`src/hw/rtl/sfp_pkg.sv`:
```
`default_nettype none
// ----------------------------------------------------------------------------
// sfp_pkg: settings frame parser shared definitions
// Character codes, frame geometry, reset settings and the reply command type.
// ----------------------------------------------------------------------------
package sfp_pkg;

	localparam int unsigned SFP_FRAME_LEN = 18;
	localparam int unsigned SFP_HIST_LEN  = SFP_FRAME_LEN - 1;
	localparam int unsigned SFP_SPLIT_POS = 13;
	localparam int unsigned SFP_ACK_LEN   = 3;
	localparam int unsigned SFP_FILL_W    = $clog2(SFP_HIST_LEN + 1);
	localparam int unsigned SFP_IDX_W     = $clog2(SFP_FRAME_LEN);
	localparam int unsigned SFP_Q_DEPTH   = 4;

	localparam logic [7:0] SFP_CH_HASH   = 8'h23;
	localparam logic [7:0] SFP_CH_DOLLAR = 8'h24;
	localparam logic [7:0] SFP_CH_QUERY  = 8'h3F;
	localparam logic [7:0] SFP_CH_ZERO   = 8'h30;
	localparam logic [7:0] SFP_CH_NINE   = 8'h39;
	localparam logic [7:0] SFP_CH_A      = 8'h41;
	localparam logic [7:0] SFP_CH_C      = 8'h43;
	localparam logic [7:0] SFP_CH_K      = 8'h4B;

	localparam logic [7:0] SFP_RST_ADDR0 = 8'd192;
	localparam logic [7:0] SFP_RST_ADDR1 = 8'd168;
	localparam logic [7:0] SFP_RST_ADDR2 = 8'd1;
	localparam logic [7:0] SFP_RST_ADDR3 = 8'd137;
	localparam logic [9:0] SFP_RST_DEV   = 10'd999;
	localparam logic [9:0] SFP_DEV_MAX   = 10'd999;

	// one queued reply: kind and the settings it reports
	typedef struct packed {
		logic            report;
		logic [3:0][7:0] addr;
		logic [9:0]      dev;
	} sfp_cmd_t;

endpackage
`default_nettype wire

```
`src/hw/rtl/sfp_if.sv`:
```
`default_nettype none
// ----------------------------------------------------------------------------
// sfp_if: settings frame parser channels
// Receive byte channel and reply byte channel, valid/ready handshake.
// ----------------------------------------------------------------------------
interface sfp_rx_if;
	logic       valid;
	logic       ready;
	logic [7:0] rx_char;

	modport source (output valid, output rx_char, input ready);
	modport sink   (input valid, input rx_char, output ready);
endinterface

interface sfp_tx_if;
	logic       valid;
	logic       ready;
	logic [7:0] tx_char;
	logic       run_end;
	logic       reply_kind;
	logic       save_request;
	logic [7:0] addr_first;
	logic [7:0] addr_second;
	logic [7:0] addr_third;
	logic [7:0] addr_fourth;
	logic [9:0] device_number;

	modport source (output valid, output tx_char, output run_end, output reply_kind,
		output save_request, output addr_first, output addr_second, output addr_third,
		output addr_fourth, output device_number, input ready);
	modport sink (input valid, input tx_char, input run_end, input reply_kind,
		input save_request, input addr_first, input addr_second, input addr_third,
		input addr_fourth, input device_number, output ready);
endinterface
`default_nettype wire

```
`src/hw/rtl/sfp_front.sv`:
```
`default_nettype none
// ----------------------------------------------------------------------------
// sfp_front: receive window and frame classifier
// Shifts received bytes into a 17-byte window, matches settings frames and
// queries, updates the settings store and queues reply commands.
// ----------------------------------------------------------------------------
module sfp_front import sfp_pkg::*; (
	input  logic     clk,
	input  logic     arst_n,
	sfp_rx_if.sink   rx,
	input  logic     q_full,
	output logic     push,
	output sfp_cmd_t cmd
);

	logic [7:0]            recent_q [SFP_HIST_LEN];
	logic [SFP_FILL_W-1:0] fill_q;
	logic [3:0][7:0]       addr_q;
	logic [9:0]            dev_q;

	logic            accept;
	logic            frame_hit;
	logic            query_hit;
	logic [3:0][7:0] new_addr;
	logic [9:0]      new_dev;

	function automatic logic is_digit(input logic [7:0] c);
		return (c >= SFP_CH_ZERO) && (c <= SFP_CH_NINE);
	endfunction

	// decimal group of up to three digits, ends at first non-digit
	function automatic logic [9:0] rd_group(input logic [7:0] c0, input logic [7:0] c1,
		input logic [7:0] c2);
		logic [9:0] d0;
		logic [9:0] d1;
		logic [9:0] d2;
		d0 = {6'd0, c0[3:0]};
		d1 = {6'd0, c1[3:0]};
		d2 = {6'd0, c2[3:0]};
		if (!is_digit(c0)) begin
			return 10'd0;
		end else if (!is_digit(c1)) begin
			return d0;
		end else if (!is_digit(c2)) begin
			return 10'(d0 * 10'd10) + d1;
		end else begin
			return 10'(d0 * 10'd100) + 10'(d1 * 10'd10) + d2;
		end
	endfunction

	assign rx.ready = !q_full;
	assign accept   = rx.valid && rx.ready;

	assign frame_hit = (fill_q == SFP_FILL_W'(SFP_HIST_LEN)) &&
		(recent_q[0] == SFP_CH_HASH) && (recent_q[SFP_SPLIT_POS] == SFP_CH_DOLLAR) &&
		(rx.rx_char == SFP_CH_HASH);
	assign query_hit = (fill_q != '0) && (recent_q[SFP_HIST_LEN-1] == SFP_CH_HASH) &&
		(rx.rx_char == SFP_CH_QUERY);

	always_comb begin
		logic [9:0] g;
		for (int k = 0; k < 4; k++) begin
			g = rd_group(recent_q[1+3*k], recent_q[2+3*k], recent_q[3+3*k]);
			new_addr[k] = g[7:0];
		end
		new_dev = rd_group(recent_q[SFP_SPLIT_POS+1], recent_q[SFP_SPLIT_POS+2],
			recent_q[SFP_SPLIT_POS+3]);
	end

	assign push       = accept && (frame_hit || query_hit);
	assign cmd.report = !frame_hit;
	assign cmd.addr   = frame_hit ? new_addr : addr_q;
	assign cmd.dev    = frame_hit ? new_dev : dev_q;

	always_ff @(posedge clk or negedge arst_n) begin
		if (!arst_n) begin
			for (int i = 0; i < SFP_HIST_LEN; i++) begin
				recent_q[i] <= '0;
			end
			fill_q    <= '0;
			addr_q[0] <= SFP_RST_ADDR0;
			addr_q[1] <= SFP_RST_ADDR1;
			addr_q[2] <= SFP_RST_ADDR2;
			addr_q[3] <= SFP_RST_ADDR3;
			dev_q     <= SFP_RST_DEV;
		end else if (accept) begin
			for (int i = 0; i < SFP_HIST_LEN - 1; i++) begin
				recent_q[i] <= recent_q[i+1];
			end
			recent_q[SFP_HIST_LEN-1] <= rx.rx_char;
			if (fill_q != SFP_FILL_W'(SFP_HIST_LEN)) begin
				fill_q <= fill_q + 1'b1;
			end
			if (frame_hit) begin
				addr_q <= new_addr;
				dev_q  <= new_dev;
			end
		end
	end

endmodule
`default_nettype wire

```
`src/hw/rtl/sfp_queue.sv`:
```
`default_nettype none
// ----------------------------------------------------------------------------
// sfp_queue: reply command queue
// Small FIFO between the classifier and the reply generator.
// ----------------------------------------------------------------------------
module sfp_queue import sfp_pkg::*; #(
	parameter int unsigned DEPTH = SFP_Q_DEPTH
) (
	input  logic     clk,
	input  logic     arst_n,
	input  logic     push,
	input  sfp_cmd_t din,
	output logic     full,
	output logic     valid,
	output sfp_cmd_t dout,
	input  logic     pop
);

	localparam int unsigned PW = (DEPTH > 1) ? $clog2(DEPTH) : 1;
	localparam int unsigned CW = $clog2(DEPTH + 1);

	sfp_cmd_t        mem_q [DEPTH];
	logic [PW-1:0]   wr_ptr_q;
	logic [PW-1:0]   rd_ptr_q;
	logic [CW-1:0]   count_q;
	logic            do_push;
	logic            do_pop;

	assign full    = (count_q == CW'(DEPTH));
	assign valid   = (count_q != '0);
	assign dout    = mem_q[rd_ptr_q];
	assign do_push = push && !full;
	assign do_pop  = pop && valid;

	always_ff @(posedge clk) begin
		if (do_push) begin
			mem_q[wr_ptr_q] <= din;
		end
	end

	always_ff @(posedge clk or negedge arst_n) begin
		if (!arst_n) begin
			wr_ptr_q <= '0;
			rd_ptr_q <= '0;
			count_q  <= '0;
		end else begin
			if (do_push) begin
				wr_ptr_q <= (wr_ptr_q == PW'(DEPTH - 1)) ? '0 : wr_ptr_q + 1'b1;
			end
			if (do_pop) begin
				rd_ptr_q <= (rd_ptr_q == PW'(DEPTH - 1)) ? '0 : rd_ptr_q + 1'b1;
			end
			if (do_push && !do_pop) begin
				count_q <= count_q + 1'b1;
			end else if (do_pop && !do_push) begin
				count_q <= count_q - 1'b1;
			end
		end
	end

endmodule
`default_nettype wire

```
`src/hw/rtl/sfp_back.sv`:
```
`default_nettype none
// ----------------------------------------------------------------------------
// sfp_back: reply byte generator
// Expands each queued command into an ACK run or a settings report run,
// one byte per transfer, through a registered output stage.
// ----------------------------------------------------------------------------
module sfp_back import sfp_pkg::*; (
	input  logic     clk,
	input  logic     arst_n,
	input  logic     q_valid,
	input  sfp_cmd_t q_cmd,
	output logic     q_pop,
	sfp_tx_if.source tx
);

	logic [SFP_IDX_W-1:0] idx_q;
	logic                 ovalid_q;
	logic [7:0]           char_q;
	logic                 last_q;
	logic                 kind_q;
	logic [3:0][7:0]      addr_q;
	logic [9:0]           dev_q;

	logic       load;
	logic       last;
	logic [9:0] val;
	logic [1:0] pos;
	logic [3:0] digit;
	logic [7:0] rep_char;
	logic [7:0] ack_char;

	// three decimal digits of a value below 1000, hundreds first
	function automatic logic [2:0][3:0] dec3(input logic [9:0] v);
		logic [3:0] h;
		logic [3:0] t;
		logic [9:0] r;
		h = '0;
		for (int i = 1; i < 10; i++) begin
			if (v >= 10'(i * 100)) begin
				h = 4'(i);
			end
		end
		r = v - 10'({6'd0, h} * 10'd100);
		t = '0;
		for (int i = 1; i < 10; i++) begin
			if (r >= 10'(i * 10)) begin
				t = 4'(i);
			end
		end
		r = r - 10'({6'd0, t} * 10'd10);
		return {h, t, r[3:0]};
	endfunction

	always_comb begin
		logic [2:0][3:0] dg;
		unique case (idx_q) inside
			5'd1, 5'd2, 5'd3:    val = {2'b00, q_cmd.addr[0]};
			5'd4, 5'd5, 5'd6:    val = {2'b00, q_cmd.addr[1]};
			5'd7, 5'd8, 5'd9:    val = {2'b00, q_cmd.addr[2]};
			5'd10, 5'd11, 5'd12: val = {2'b00, q_cmd.addr[3]};
			default:             val = q_cmd.dev;
		endcase
		unique case (idx_q) inside
			5'd1, 5'd4, 5'd7, 5'd10, 5'd14: pos = 2'd2;
			5'd2, 5'd5, 5'd8, 5'd11, 5'd15: pos = 2'd1;
			default:                        pos = 2'd0;
		endcase
		dg    = dec3(val);
		digit = dg[pos];
		if (idx_q == '0 || idx_q == SFP_IDX_W'(SFP_FRAME_LEN - 1)) begin
			rep_char = SFP_CH_HASH;
		end else if (idx_q == SFP_IDX_W'(SFP_SPLIT_POS)) begin
			rep_char = SFP_CH_DOLLAR;
		end else begin
			rep_char = SFP_CH_ZERO + {4'd0, digit};
		end
		unique case (idx_q)
			5'd0:    ack_char = SFP_CH_A;
			5'd1:    ack_char = SFP_CH_C;
			default: ack_char = SFP_CH_K;
		endcase
	end

	assign last  = q_cmd.report ? (idx_q == SFP_IDX_W'(SFP_FRAME_LEN - 1))
		: (idx_q == SFP_IDX_W'(SFP_ACK_LEN - 1));
	assign load  = q_valid && (!ovalid_q || tx.ready);
	assign q_pop = load && last;

	always_ff @(posedge clk or negedge arst_n) begin
		if (!arst_n) begin
			ovalid_q <= 1'b0;
			idx_q    <= '0;
		end else if (load) begin
			ovalid_q <= 1'b1;
			idx_q    <= last ? '0 : idx_q + 1'b1;
		end else if (tx.ready) begin
			ovalid_q <= 1'b0;
		end
	end

	always_ff @(posedge clk) begin
		if (load) begin
			char_q <= q_cmd.report ? rep_char : ack_char;
			last_q <= last;
			kind_q <= q_cmd.report;
			addr_q <= q_cmd.addr;
			dev_q  <= q_cmd.dev;
		end
	end

	assign tx.valid         = ovalid_q;
	assign tx.tx_char       = char_q;
	assign tx.run_end       = last_q;
	assign tx.reply_kind    = kind_q;
	assign tx.save_request  = !kind_q;
	assign tx.addr_first    = addr_q[0];
	assign tx.addr_second   = addr_q[1];
	assign tx.addr_third    = addr_q[2];
	assign tx.addr_fourth   = addr_q[3];
	assign tx.device_number = dev_q;

endmodule
`default_nettype wire

```
`src/hw/rtl/settings_frame_parser_top.sv`:
```
`default_nettype none
// ----------------------------------------------------------------------------
// settings_frame_parser_top: byte-serial settings frame parser
// Matches settings frames and queries on a received byte stream and replies.
// ----------------------------------------------------------------------------
// One received byte is taken per cycle as long as the reply queue (Q_DEPTH
// commands) has room. A frame "#dddddddddddd$ddd#" loads four address bytes
// and a device number and queues an ACK run of 3 bytes; "#?" queues a report
// run of 18 bytes. The reply generator sends one byte per transfer, and input
// stalls only when Q_DEPTH replies are pending. The first reply byte is
// registered in the reply queue and then in the output stage.
module settings_frame_parser_top import sfp_pkg::*; #(
	parameter int unsigned Q_DEPTH = SFP_Q_DEPTH
) (
	input  logic     clk,
	input  logic     arst_n,
	sfp_rx_if.sink   rx,
	sfp_tx_if.source tx
);

	logic     push;
	logic     q_full;
	logic     q_valid;
	logic     q_pop;
	sfp_cmd_t push_cmd;
	sfp_cmd_t head_cmd;

	sfp_front u_front (
		.clk    (clk),
		.arst_n (arst_n),
		.rx     (rx),
		.q_full (q_full),
		.push   (push),
		.cmd    (push_cmd)
	);

	sfp_queue #(
		.DEPTH (Q_DEPTH)
	) u_queue (
		.clk    (clk),
		.arst_n (arst_n),
		.push   (push),
		.din    (push_cmd),
		.full   (q_full),
		.valid  (q_valid),
		.dout   (head_cmd),
		.pop    (q_pop)
	);

	sfp_back u_back (
		.clk     (clk),
		.arst_n  (arst_n),
		.q_valid (q_valid),
		.q_cmd   (head_cmd),
		.q_pop   (q_pop),
		.tx      (tx)
	);

`ifndef SYNTHESIS
	a_no_push_when_full: assert property (@(posedge clk) disable iff (!arst_n)
		!(push && q_full))
		else $error("reply command pushed into full queue");

	a_pop_needs_entry: assert property (@(posedge clk) disable iff (!arst_n)
		q_pop |-> q_valid)
		else $error("reply queue popped while empty");

	a_ack_ends_on_k: assert property (@(posedge clk) disable iff (!arst_n)
		(tx.valid && tx.run_end && !tx.reply_kind) |-> (tx.tx_char == SFP_CH_K))
		else $error("ACK run does not end on K");

	a_dev_in_range: assert property (@(posedge clk) disable iff (!arst_n)
		tx.valid |-> (tx.device_number <= SFP_DEV_MAX))
		else $error("device number out of range");
`endif

endmodule
`default_nettype wire

```
`src/flat_wrapper.sv`:
```
// flat-port wrapper written by rule: the top's interface ports become plain ports
module settings_frame_parser_top_flat import sfp_pkg::*;
#(
	parameter int unsigned Q_DEPTH = SFP_Q_DEPTH
)
  (clk, arst_n, rx_valid, rx_rx_char, rx_ready, tx_valid, tx_tx_char, tx_run_end, tx_reply_kind, tx_save_request, tx_addr_first, tx_addr_second, tx_addr_third, tx_addr_fourth, tx_device_number, tx_ready);
  sfp_rx_if rx_i ();
  sfp_tx_if tx_i ();
  input  logic clk;
  input  logic arst_n;
  input wire logic [$bits(rx_i.valid)-1:0] rx_valid;
  input wire logic [$bits(rx_i.rx_char)-1:0] rx_rx_char;
  output wire logic [$bits(rx_i.ready)-1:0] rx_ready;
  output wire logic [$bits(tx_i.valid)-1:0] tx_valid;
  output wire logic [$bits(tx_i.tx_char)-1:0] tx_tx_char;
  output wire logic [$bits(tx_i.run_end)-1:0] tx_run_end;
  output wire logic [$bits(tx_i.reply_kind)-1:0] tx_reply_kind;
  output wire logic [$bits(tx_i.save_request)-1:0] tx_save_request;
  output wire logic [$bits(tx_i.addr_first)-1:0] tx_addr_first;
  output wire logic [$bits(tx_i.addr_second)-1:0] tx_addr_second;
  output wire logic [$bits(tx_i.addr_third)-1:0] tx_addr_third;
  output wire logic [$bits(tx_i.addr_fourth)-1:0] tx_addr_fourth;
  output wire logic [$bits(tx_i.device_number)-1:0] tx_device_number;
  input wire logic [$bits(tx_i.ready)-1:0] tx_ready;
  assign rx_i.valid = rx_valid;
  assign rx_i.rx_char = rx_rx_char;
  assign rx_ready = rx_i.ready;
  assign tx_valid = tx_i.valid;
  assign tx_tx_char = tx_i.tx_char;
  assign tx_run_end = tx_i.run_end;
  assign tx_reply_kind = tx_i.reply_kind;
  assign tx_save_request = tx_i.save_request;
  assign tx_addr_first = tx_i.addr_first;
  assign tx_addr_second = tx_i.addr_second;
  assign tx_addr_third = tx_i.addr_third;
  assign tx_addr_fourth = tx_i.addr_fourth;
  assign tx_device_number = tx_i.device_number;
  assign tx_i.ready = tx_ready;
  settings_frame_parser_top #(.Q_DEPTH(Q_DEPTH)) u_core (.clk(clk), .arst_n(arst_n), .rx(rx_i), .tx(tx_i));
endmodule
```
`config.mk`:
```
export PLATFORM = sky130hd
export DESIGN_NAME = settings_frame_parser_top_flat
export DESIGN_NICKNAME = d
export VERILOG_FILES = /design/src/hw/rtl/sfp_pkg.sv /design/src/hw/rtl/sfp_if.sv /design/src/hw/rtl/sfp_front.sv /design/src/hw/rtl/sfp_queue.sv /design/src/hw/rtl/sfp_back.sv /design/src/hw/rtl/settings_frame_parser_top.sv /design/src/flat_wrapper.sv
export SDC_FILE = /design/constraint.sdc
export NUM_CORES = 1
export LEC_CHECK = 0
export ABC_CLOCK_PERIOD_IN_PS = 6200
export BUFFER_PORTS_ARGS = -buffer_cell sky130_fd_sc_hd__buf_2
export CORE_MARGIN = 1
export CORE_UTILIZATION = 50
export CTS_BUF_LIST = sky130_fd_sc_hd__clkbuf_4 sky130_fd_sc_hd__clkbuf_8
export CTS_CLUSTER_SIZE = 28
export DETAILED_ROUTE_END_ITERATION = 10
export PLACE_DENSITY = 0.69
export SYNTH_ARGS = -nofsm -noshare
export SYNTH_HDL_FRONTEND = slang
export SYNTH_SLANG_ARGS = --single-unit
```
`constraint.sdc`:
```
create_clock -name clk -period 6.2 [get_ports clk]
set_input_delay 0.62 -clock clk [delete_from_list [all_inputs] [get_ports clk]]
set_output_delay 0.62 -clock clk [all_outputs]
set_load 0.01 [all_outputs]
```
==> After elaboration in Yosys (flattened, before gate mapping) <==
Memory sizes are Yosys's and may differ from the RTL's.
Index checks and enable logic that the tools add are counted.
{ "word_totals": {"reg_bits": 248, "mem_bits_rw": 172, "in_bits": 12, "output_inout_bits": 55, "word_cells": 255, "n_memories": 1} }
{ "op_classes": {"n_addsub": 24, "mul": 17, "magnitude_cmp": 49, "eq_ne": 26, "n_mux": 53, "reduce_logical": 49} }
{ "memory_table": {"columns": ["memory", "words", "word_bits", "read_ports", "rd_clocked_by_memory_dff", "write_ports", "line_no", "rtl"], "rows": [
  ["u_core.u_queue.mem_q", 4, 43, 1, 0, 1, "sfp_queue.sv:22", "sfp_cmd_t mem_q [DEPTH];"]
]} }
{ "op_table": {"columns": ["op", "count"], "rows": [
  [">= comparator 8 x 6 -> 1 bit, second input constant", 15],
  ["less-or-equal comparator 8 x 6 -> 1 bit, second input constant", 15],
  ["2-to-1 mux 8 bit", 13],
  ["multiplier 4 x 3 -> 7 bit, second input constant", 10],
  ["2-to-1 mux 4 bit", 17],
  ["adder 8 x 4 -> 8 bit", 8],
  ["== test 5 x 4 -> 1 bit, second input constant", 8],
  ["== test 8 x 6 -> 1 bit, second input constant", 5],
  [">= comparator 10 bit, second input constant", 4],
  [">= comparator 10 x 7 -> 1 bit, second input constant", 4],
  ["2-to-1 mux 10 bit", 4],
  ["case mux 10 bit (4 select lines)", 1],
  ["adder 8 bit", 4],
  ["2-to-1 mux 32 bit", 1],
  [">= comparator 10 x 6 -> 1 bit, second input constant", 3],
  [">= comparator 10 x 9 -> 1 bit, second input constant", 3],
  ["logical AND 1 bit", 28],
  ["multiplier 4 x 5 -> 6 bit, second input constant", 4],
  ["== test 5 x 3 -> 1 bit, second input constant", 4],
  [">= comparator 10 x 5 -> 1 bit, second input constant", 2],
  ["multiplier 4 x 5 -> 8 bit, second input constant", 2],
  ["2-to-1 mux 7 bit", 2],
  ["OR reduction 3 bit", 4],
  ["adder 10 x 4 -> 10 bit", 1],
  ["other kinds (34)", 56]
]} }

==> Depth between registers and ports, before layout <==
Gate-level depths: netlist (run 1).
{ "logic_depth": {"depth_word": 33, "ltp_mapped": 32, "ltp_nobuf": 30} }

==> By module <==
Synthesis (run 1) repeated with hierarchy kept, for this count alone.
{ "unflattened": {"hier_cells": 1988, "area_unflattened_um2": 22985.8} }
{ "modules_own_cells": {"columns": ["mod", "instances", "cells_each", "area_each_um2", "seq_area_each_um2"], "rows": [
  ["sfp_front", 1, 1374, 12438.2, 4600.7],
  ["sfp_queue", 1, 262, 6723.9, 5340.1],
  ["sfp_back", 1, 352, 3823.7, 1681.6]
]} }

==> Worst setup path after synthesis (run 1) <==
OpenSTA, ideal clock, no wires.
{ "synth_timing": {"kind": "reg2reg", "from": "register u_core.u_back.idx_q[1]", "to": "register u_core.u_back.char_q[3], in the netlist u_core.u_back.tx.tx_char[3], data pin", "setup_time_ns": 0.261, "arrival_ns": 6.395, "t_required_ns": 5.939, "slack_ns": -0.456, "path_stages_with_launch": 29, "n_path_buf": 2, "period_less_slack_ns": 6.656, "path_cell_list": "dfrtp_1 inv_1 ha_1 buf_6 or3_1 and2_1 buf_6 a222oi_1 a31oi_2 o311a_1 or3_1 a21oi_1 nor2_1 ha_1 ha_1 inv_1 fa_1 xor2_1 ha_1 nand2_1 o21ai_0 xnor3_1 or2_1 or3_1 fa_1 xnor2_1 nand2b_1 o2111ai_1 o21ai_1"} }
{ "synth_between": {"elab_chain_cells": 33, "elab_cells_between_ends": 73, "cone_classes": "3 x add/sub; 2 x mul; 18 x order compare; 16 x eq/ne; 26 x mux; 8 x reduce/logical"} }
{ "synth_lines": {"columns": ["element", "line_no", "rtl"], "rows": [
  ["start, declared", "sfp_back.sv:16", "logic [SFP_IDX_W-1:0] idx_q;"],
  ["start signal, assigned", "sfp_back.sv:95", "idx_q <= last ? '0 : idx_q + 1'b1;"],
  ["== test 5 x 4 -> 1 bit (no line) (tied with other cells)", null, null],
  ["OR reduction 3 bit", "sfp_back.sv:56", "unique case (idx_q) inside"],
  ["case mux 10 bit (4 select lines)", "sfp_back.sv:56", null],
  [">= comparator 10 x 7 -> 1 bit", "sfp_back.sv:39", "if (v >= 10'(i * 100)) begin"],
  ["2-to-1 mux 1 bit", "sfp_back.sv:39", null],
  ["2-to-1 mux 4 bit (8 in a row)", "sfp_back.sv:39", null],
  ["multiplier 4 x 5 -> 8 bit", "sfp_back.sv:43", "r = v - 10'({6'd0, h} * 10'd100);"],
  ["subtractor 10 bit", "sfp_back.sv:43", null],
  ["[... 10 more ...]", null, null],
  ["multiplier 4 x 3 -> 3 bit", "sfp_back.sv:50", "r = r - 10'({6'd0, t} * 10'd10);"],
  ["subtractor 4 bit", "sfp_back.sv:50", null],
  ["binary-select mux 4 bit (select 2 bit)", "sfp_back.sv:69", "digit = dg[pos];"],
  ["2-to-1 mux 4 bit (implied by the code)", "sfp_back.sv:69", null],
  ["adder 6 x 4 -> 7 bit", "sfp_back.sv:75", "rep_char = SFP_CH_ZERO + {4'd0, digit};"],
  ["2-to-1 mux 7 bit", "sfp_back.sv:72", "end else if (idx_q == SFP_IDX_W'(SFP_SPLIT_POS)) begin"],
  ["2-to-1 mux 7 bit", "sfp_back.sv:70", "if (idx_q == '0 || idx_q == SFP_IDX_W'(SFP_FRAME_LEN - 1)) begin"],
  ["2-to-1 mux 8 bit (*)", "sfp_back.sv:103", "char_q <= q_cmd.report ? rep_char : ack_char;"],
  ["end signal, assigned", "sfp_back.sv:103", null],
  ["end, declared", "sfp_back.sv:18", "logic [7:0] char_q;"]
]} }
Every way passes the cells marked *; elsewhere a longest branch is shown, timed or not. The select of a mux whose other input is x is not followed.
A chain may end at the register's enable or synchronous reset.

==> Worst setup path after layout (run 1) <==
{ "layout_timing": {"from": "register u_core.u_back.idx_q[0]", "to": "register u_core.u_back.char_q[3], in the netlist u_core.u_back.tx.tx_char[3], data pin"} }
Same word-level chain as after synthesis.

==> results of run 1 <==
[registers in the layout, summed over array words and instances (netlist names), 3 cells and up]
register                        flops
u_core.u_front.recent_q           136
u_core.u_back.tx.addr_second        8
u_core.u_back.tx.addr_third         8
u_core.u_front.fill_q               5
u_core.u_queue.count_q              3
u_core.u_back.tx.device_number     10
u_core.u_front.addr_q              32
u_core.u_back.tx.addr_fourth        8
u_core.u_back.idx_q                 5
u_core.u_back.tx.tx_char            7
u_core.u_queue.mem_q              172
u_core.u_back.tx.addr_first         8
u_core.u_front.dev_q               10
[final cells by class]
type                            count  share of cell area (%)
Tap cell                          585                    2.85
Timing Repair Buffer              177                    4.80
Multi-Input combinational cell   1431                    40.2
Clock inverter                     16                   0.599
Sequential cell                   419                    45.3
Inverter                           73                    1.07
Clock buffer                      108                    5.18
[routing by layer]
layer / GRT usage [%] / wire [um] / vias to the layer above
met4: 6.00 / 643 / 2
met5: 0 / 8 / -
met2: 37.4 / 23900 / 321
met1: 31.2 / 22600 / 7575
met3: 4.07 / 2300 / 56
li1: - / - / 7391
[stage by stage]
stage	util, %	area (um^2)	setup WS, ps
after floorplan	-	22300	-74.6
after global placement	54.9	23900	-210
after detailed placement	54.9	23900	-387
after CTS	58.6	25500	-212
after global routing	59.1	25700	-539
final	59.1	25700	-253
[what timing repair did]
item / in CTS / in global routing
pin swaps: 5 / 12
gates cloned: 0 / 0
hold buffers: 1 / 0
endpoints found under the setup margin: 3 / 4
resized for setup: 18 / 33
hold endpoints to repair: 30 / 0
buffers inserted: 5 / 4
[synth_stat cells (27+ instances only)]
| cell type | instances | area share [%] |
|---|---|---|
| nand2_1 | 550 | 9.3 |
| edfxtp_1 | 223 | 30 |
| dfrtp_1 | 179 | 20 |
| ha_1 | 168 | 9.4 |
| o21ai_0 | 121 | 2.7 |
| nor2_1 | 71 | 1.2 |
| inv_1 | 70 | 1.2 |
| xnor2_1 | 63 | 2.5 |
| a21oi_1 | 56 | 1.3 |
| clkbuf_1 | 53 | 0.89 |
| mux4_2 | 43 | 4.4 |
| fa_1 | 35 | 3.1 |
| a21o_1 | 30 | 1.0 |
| xor2_1 | 27 | 1.1 |
[cell families (layout without fill, tap and decap cells)]
group / after synthesis / count (layout) / synth area share [%]
multiplexers: 71 / 71 / 5.65
buffers and inverters: 148 / 374 / 2.75
adder cells (fa/ha/maj): 204 / 204 / 12.6
AO/OA/AOI/OAI: 315 / 315 / 9.10
other: 1 / 1 / 0.0168
AND/OR/NAND/NOR: 749 / 749 / 14.0
XOR/XNOR: 91 / 91 / 3.64
flip-flops: 419 / 419 / 52.2
[power breakdown]
| part | leakage [nW] | internal [mW] | switching [mW] | total (mW) |
|---|---|---|---|---|
| registers | 4.76 | 3.07 | 0.217 | 3.28 |
| clock network | 0.791 | 1.40 | 1.15 | 2.55 |
| logic | 6.28 | 0.719 | 0.849 | 1.57 |
| total | 11.8 | 5.18 | 2.21 | 7.40 |
[critical path: stages (launching register included)]
cell and delay, ps:
dfrtp_1 410, inv_2 80, ha_1 240, or3_4 370
and2_4 170, a222oi_1 470, a31oi_4 190, o311a_1 410
or3_1 330, a21oi_2 150, nor2_2 80, ha_1 280
ha_2 170, inv_1 50, fa_2 330, xor2_1 150
ha_1 380, nand2_2 80, buf_4 140, a21oi_1 160
a211oi_2 80, or2_1 250, or3_4 340, fa_2 360
xnor2_2 150, nand2b_4 140, o2111ai_2 190, o21ai_1 80
[worst paths after layout]
check | start | to | slack [ps] | cells after the start
worst min-delay path | rx_rx_char[7] | u_core.u_front.recent_q[7] | 200 | 3
max in group asynchronous | arst_n | u_core.u_front.recent_q[3] | 4530 | 3
min in group asynchronous | arst_n | u_core.u_front.addr_q[1] | 450 | 2
worst max register to register | u_core.u_back.idx_q[0] | u_core.u_back.tx.tx_char[3] | -250 | 27
worst max-delay path | u_core.u_back.idx_q[0] | u_core.u_back.tx.tx_char[3] | -250 | 27
worst min register to register | u_core.u_front.addr_q[16] | u_core.u_front.addr_q[16] | 460 | 2
==> out/results.ini, run 1 <==
[status]
run_status=finished with violations
violations=negative setup slack

[timing]
finClkSkew_ps=43.0
min_period_ps=6450
whs_ps=205
worst_slew_pin_slew_ps=1130
setup_viol=3
finalMaxSlewViolations=0
relSlewSlack_pct=24.8
period_share_pct=104
clock.fmax_mhz=155
setup_ws_ps=-253
rsz0062_at_grt=yes
tns_ps=-495
hold_viol_final=0

[synthesis]
ys_seq_area_share_pct=52.2
postSynthCellCount=1998
syn-num-nets=2213
async_flop_share_pct=46.8
yosys_warnings=0
syn_area_per_cell_um2=11.1
synth_cell_types=84
ys_seq_elements=419
ys.flop_type=edfxtp_1
synth.cell_area_um2=22300
synth-edff-count=223

[layout]
fin_cells=2809
regArea_um2=11600
drive_gt1_share_pct=19.4
multi_input_area_um2=10300
final_common_cell=nand2_1
final_cell_mix=548 x nand2_1, 223 x edfxtp_1, 177 x dfrtp_1
n_fill_cell=3546
antenna_cells=0
fin_nets=2388
areaGrowthSynthToFinish_pct=15.3

[floorplanning]
fp-row-count=76
dieWidth_um=213
die_area_um2=45400
io_pins=67
start_util_pct=51.2
die_h_um=213
core_area_um2=43500

[place]
hpwl_mm=35.1
port_buffers=65
place_inst=2675
gp_congestion=0.896

[routing]
vias=15345
post_drt_via_cell_ratio=5.46
post_drt_wl_per_cell_um=17.6
antenna_left=0
route.detailed.drc=0
routed_wl_mm=49.5
first_pass_iters=7
dr.first_iter.drc_count=1037

[clock_tree]
cts_max_level=3
insertion_delay_ps=660
root_buffer=clkbuf_8
clkSinkCount=419
clk_pin_slew_ps=70
cts_buffer_depth=3
cts_tree=yes
cts_inserted_buffers=71

[global_route]
grt-ovfl-total=0
grt_use_total_pct=22.8
grt_max_degree=161
antenna_found_initial=1
grt_pass1_wl_mm=80.7
first_global_vias=15551

[power]
peakVddDrop_mv=0.160
leakagePower_nw=11.8
total_power_mw=7.40
p_per_area_nw_per_um2=288

[critical_path]
path_class=flop to flop
endpoint_kind=flop
cp.arrival_ps=6840
cp.required_ps=6590
cp_max_fo=6
cp-start-kind=flop

[flow_run]
maxCapViolCount=0

[min_path]
hold_path_class=input pin to flop

Power figures use the tool's default switching activity.
==> inputs of run 2 (changes only) <==
--- a/config.mk
+++ b/config.mk
@@ -13,6 +13,7 @@
 export CTS_CLUSTER_SIZE = 28
 export DETAILED_ROUTE_END_ITERATION = 10
 export PLACE_DENSITY = 0.69
+export RECOVER_POWER = 25
 export SYNTH_ARGS = -nofsm -noshare
 export SYNTH_HDL_FRONTEND = slang
 export SYNTH_SLANG_ARGS = --single-unit
==> out/results.ini, run 2 (synthesis gave the netlist of run 1 again) <==
[routing]
antenna_left=0
post_drt_via_cell_ratio=5.47
first_pass_iters=5
routed_wl_mm=49.6
route.detailed.drc=0
dr.first_iter.drc_count=1098
post_drt_wl_per_cell_um=17.7
vias=15356

[global_route]
grt-ovfl-total=0
first_global_vias=15551
grt_pass1_wl_mm=80.7
grt_use_total_pct=22.8
grt_max_degree=161
antenna_found_initial=1

[place]
dpl_cell_area_um2=23900
gp_congestion=0.896
port_buffers=65
place_ws_ps=-387
place_inst=2675
hpwl_mm=35.1

[timing]
clock.fmax_mhz=155
min_period_ps=6450
worst_slew_pin_slew_ps=2420
finClkSkew_ps=44.4
finalMaxSlewViolations=245
period_share_pct=104
relSlewSlack_pct=-61.1
rsz0062_at_grt=yes
setup_viol=3
setup_ws_ps=-248
hold_viol_final=0

[status]
violations=max-capacitance violations, max-slew violations, negative setup slack
run_status=finished with violations

[power]
peakVddDrop_mv=0.160
switching_share_pct=30.0
clock_power_share_pct=34.4
p_sw_mw=2.22
p_int_mw=5.18
leakagePower_nw=11.7
combPwrFrac_pct=21.2
p_per_area_nw_per_um2=289
seq_power_share_pct=44.4

[layout]
fin_cells=2809
areaGrowthSynthToFinish_pct=14.9
drive_gt1_share_pct=17.6
final_common_cell=nand2_1
final_cell_mix=548 x nand2_1, 223 x edfxtp_1, 177 x dfrtp_1
reg_top3=u_core.u_queue.mem_q (172), u_core.u_front.recent_q (136), u_core.u_front.addr_q (32)
fin_area_um2=25600
antenna_cells=0
fin_nets=2388
largest_register=u_core.u_queue.mem_q
largest_reg_flops=172
n_fill_cell=3579

[critical_path]
r2r_end=u_core.u_back.tx.tx_char[3]
reg2reg_from=u_core.u_back.idx_q[0]
path_class=flop to flop
cp.required_ps=6590
cp.arrival_ps=6840
endpoint_kind=flop
cp_max_fo=6
cp-start-kind=flop
reg2reg_depth=27
r2r_slack_ps=-250

[floorplanning]
die_area_um2=45400
core_area_um2=43500
io_pins=67
start_util_pct=51.2
fp-row-count=76
dieWidth_um=213
die_h_um=213

[clock_tree]
cts_tree=yes
insertion_delay_ps=660
root_buffer=clkbuf_8
cts_buffer_depth=3
cts_max_level=3
clkSinkCount=419
clk_pin_slew_ps=70
cts_inserted_buffers=71

[min_path]
hold_depth=3
hold_path_class=input pin to flop
whs_endpoint=u_core.u_front.recent_q[7]
min_from=rx_rx_char[7]

[flow_run]
maxCapViolCount=3

==> run 2: cell count changes in the layout (fill, tap and decap cells not counted), sizes merged <==
| cell | previous run | this run |
|---|---|---|
| clkbuf | 109 | 161 |
| buf | 175 | 123 |
==> run 2: repair_timing <==
action / 4_1_cts / 5_1_grt
hold buffers: 1 / 0
endpoints found under the setup margin: 3 / 4
buffers inserted: 5 / 4
pin swaps: 5 / 12
endpoints found under the hold margin: 30 / 0
resized for setup: 18 / 33
==> run 2: how the worst max path moves through the flow <==
| stage | startpoint | endpoint | slack, ps | cells past startpoint |
|---|---|---|---|---|
| global route | u_core.u_back.idx_q[0] | u_core.u_back.tx.tx_char[3] | -540 | 27 |
| detailed placement | u_core.u_back.idx_q[0] | u_core.u_back.tx.tx_char[3] | -390 | 28 |
| floorplan | u_core.u_back.idx_q[1] | u_core.u_back.tx.tx_char[3] | -70 | 28 |
| global placement | u_core.u_back.idx_q[0] | u_core.u_back.tx.tx_char[3] | -210 | 28 |
| CTS | u_core.u_back.idx_q[0] | u_core.u_back.tx.tx_char[3] | -210 | 28 |
| finish | u_core.u_back.idx_q[0] | u_core.u_back.tx.tx_char[3] | -250 | 27 |
==> run 2: worst max-delay path: stages (launching register included) <==
cell and delay (ps):
dfrtp_1 410, inv_2 80, ha_1 240, or3_4 370, and2_4 170, a222oi_1 470, a31oi_4 190, o311a_1 410
or3_1 330, a21oi_2 150, nor2_2 80, ha_1 280, ha_2 170, inv_1 50, fa_2 330, xor2_1 150
ha_1 380, nand2_2 80, buf_4 140, a21oi_1 160, a211oi_2 80, or2_1 250, or3_4 340, fa_2 360
xnor2_2 150, nand2b_4 140, o2111ai_2 190, o21ai_1 80
==> run 2: routing by layer <==
layer	vias to the layer above	GRT usage (%)	part of all wire [%]
met3	57	4.07	4.5
met5	-	0	0.016
li1	7388	-	-
met4	2	6.00	1.3
met2	332	37.4	48
met1	7577	31.2	46
==> run 2: final cells by class <==
cell class / count / area (um^2) / area share, %
clock buffer: 108 / 1330 / 5.20
multi-input combinational: 1431 / 10300 / 40.4
inverter: 73 / 274 / 1.07
sequential: 419 / 11600 / 45.4
tap: 585 / 732 / 2.86
timing repair buffer: 177 / 1140 / 4.44
clock inverter: 16 / 154 / 0.602
==> run 2: power groups by stage <==
| stage | clock network, mW | registers (mW) | logic (mW) |
|---|---|---|---|
| global route | 2.74 | 3.31 | 1.80 |
| CTS | 2.61 | 3.28 | 1.51 |
| finish | 2.55 | 3.28 | 1.57 |
| floorplan | 0 | 3.26 | 1.11 |
| global placement | 0 | 3.32 | 1.42 |
| detailed placement | 0 | 3.33 | 1.47 |
==> run 2: per-stage QoR <==
stage	hold WS [ps]	utilization (%)	power (mW)	setup TNS (ps)
3_3_place_gp	446	54.9	4.75	-387
3_5_place_dp	449	54.9	4.81	-752
6_report	205	58.9	7.40	-479
5_1_grt	189	58.9	7.85	-1260
4_1_cts	165	58.6	7.40	-375
2_1_floorplan	324	-	4.37	-101
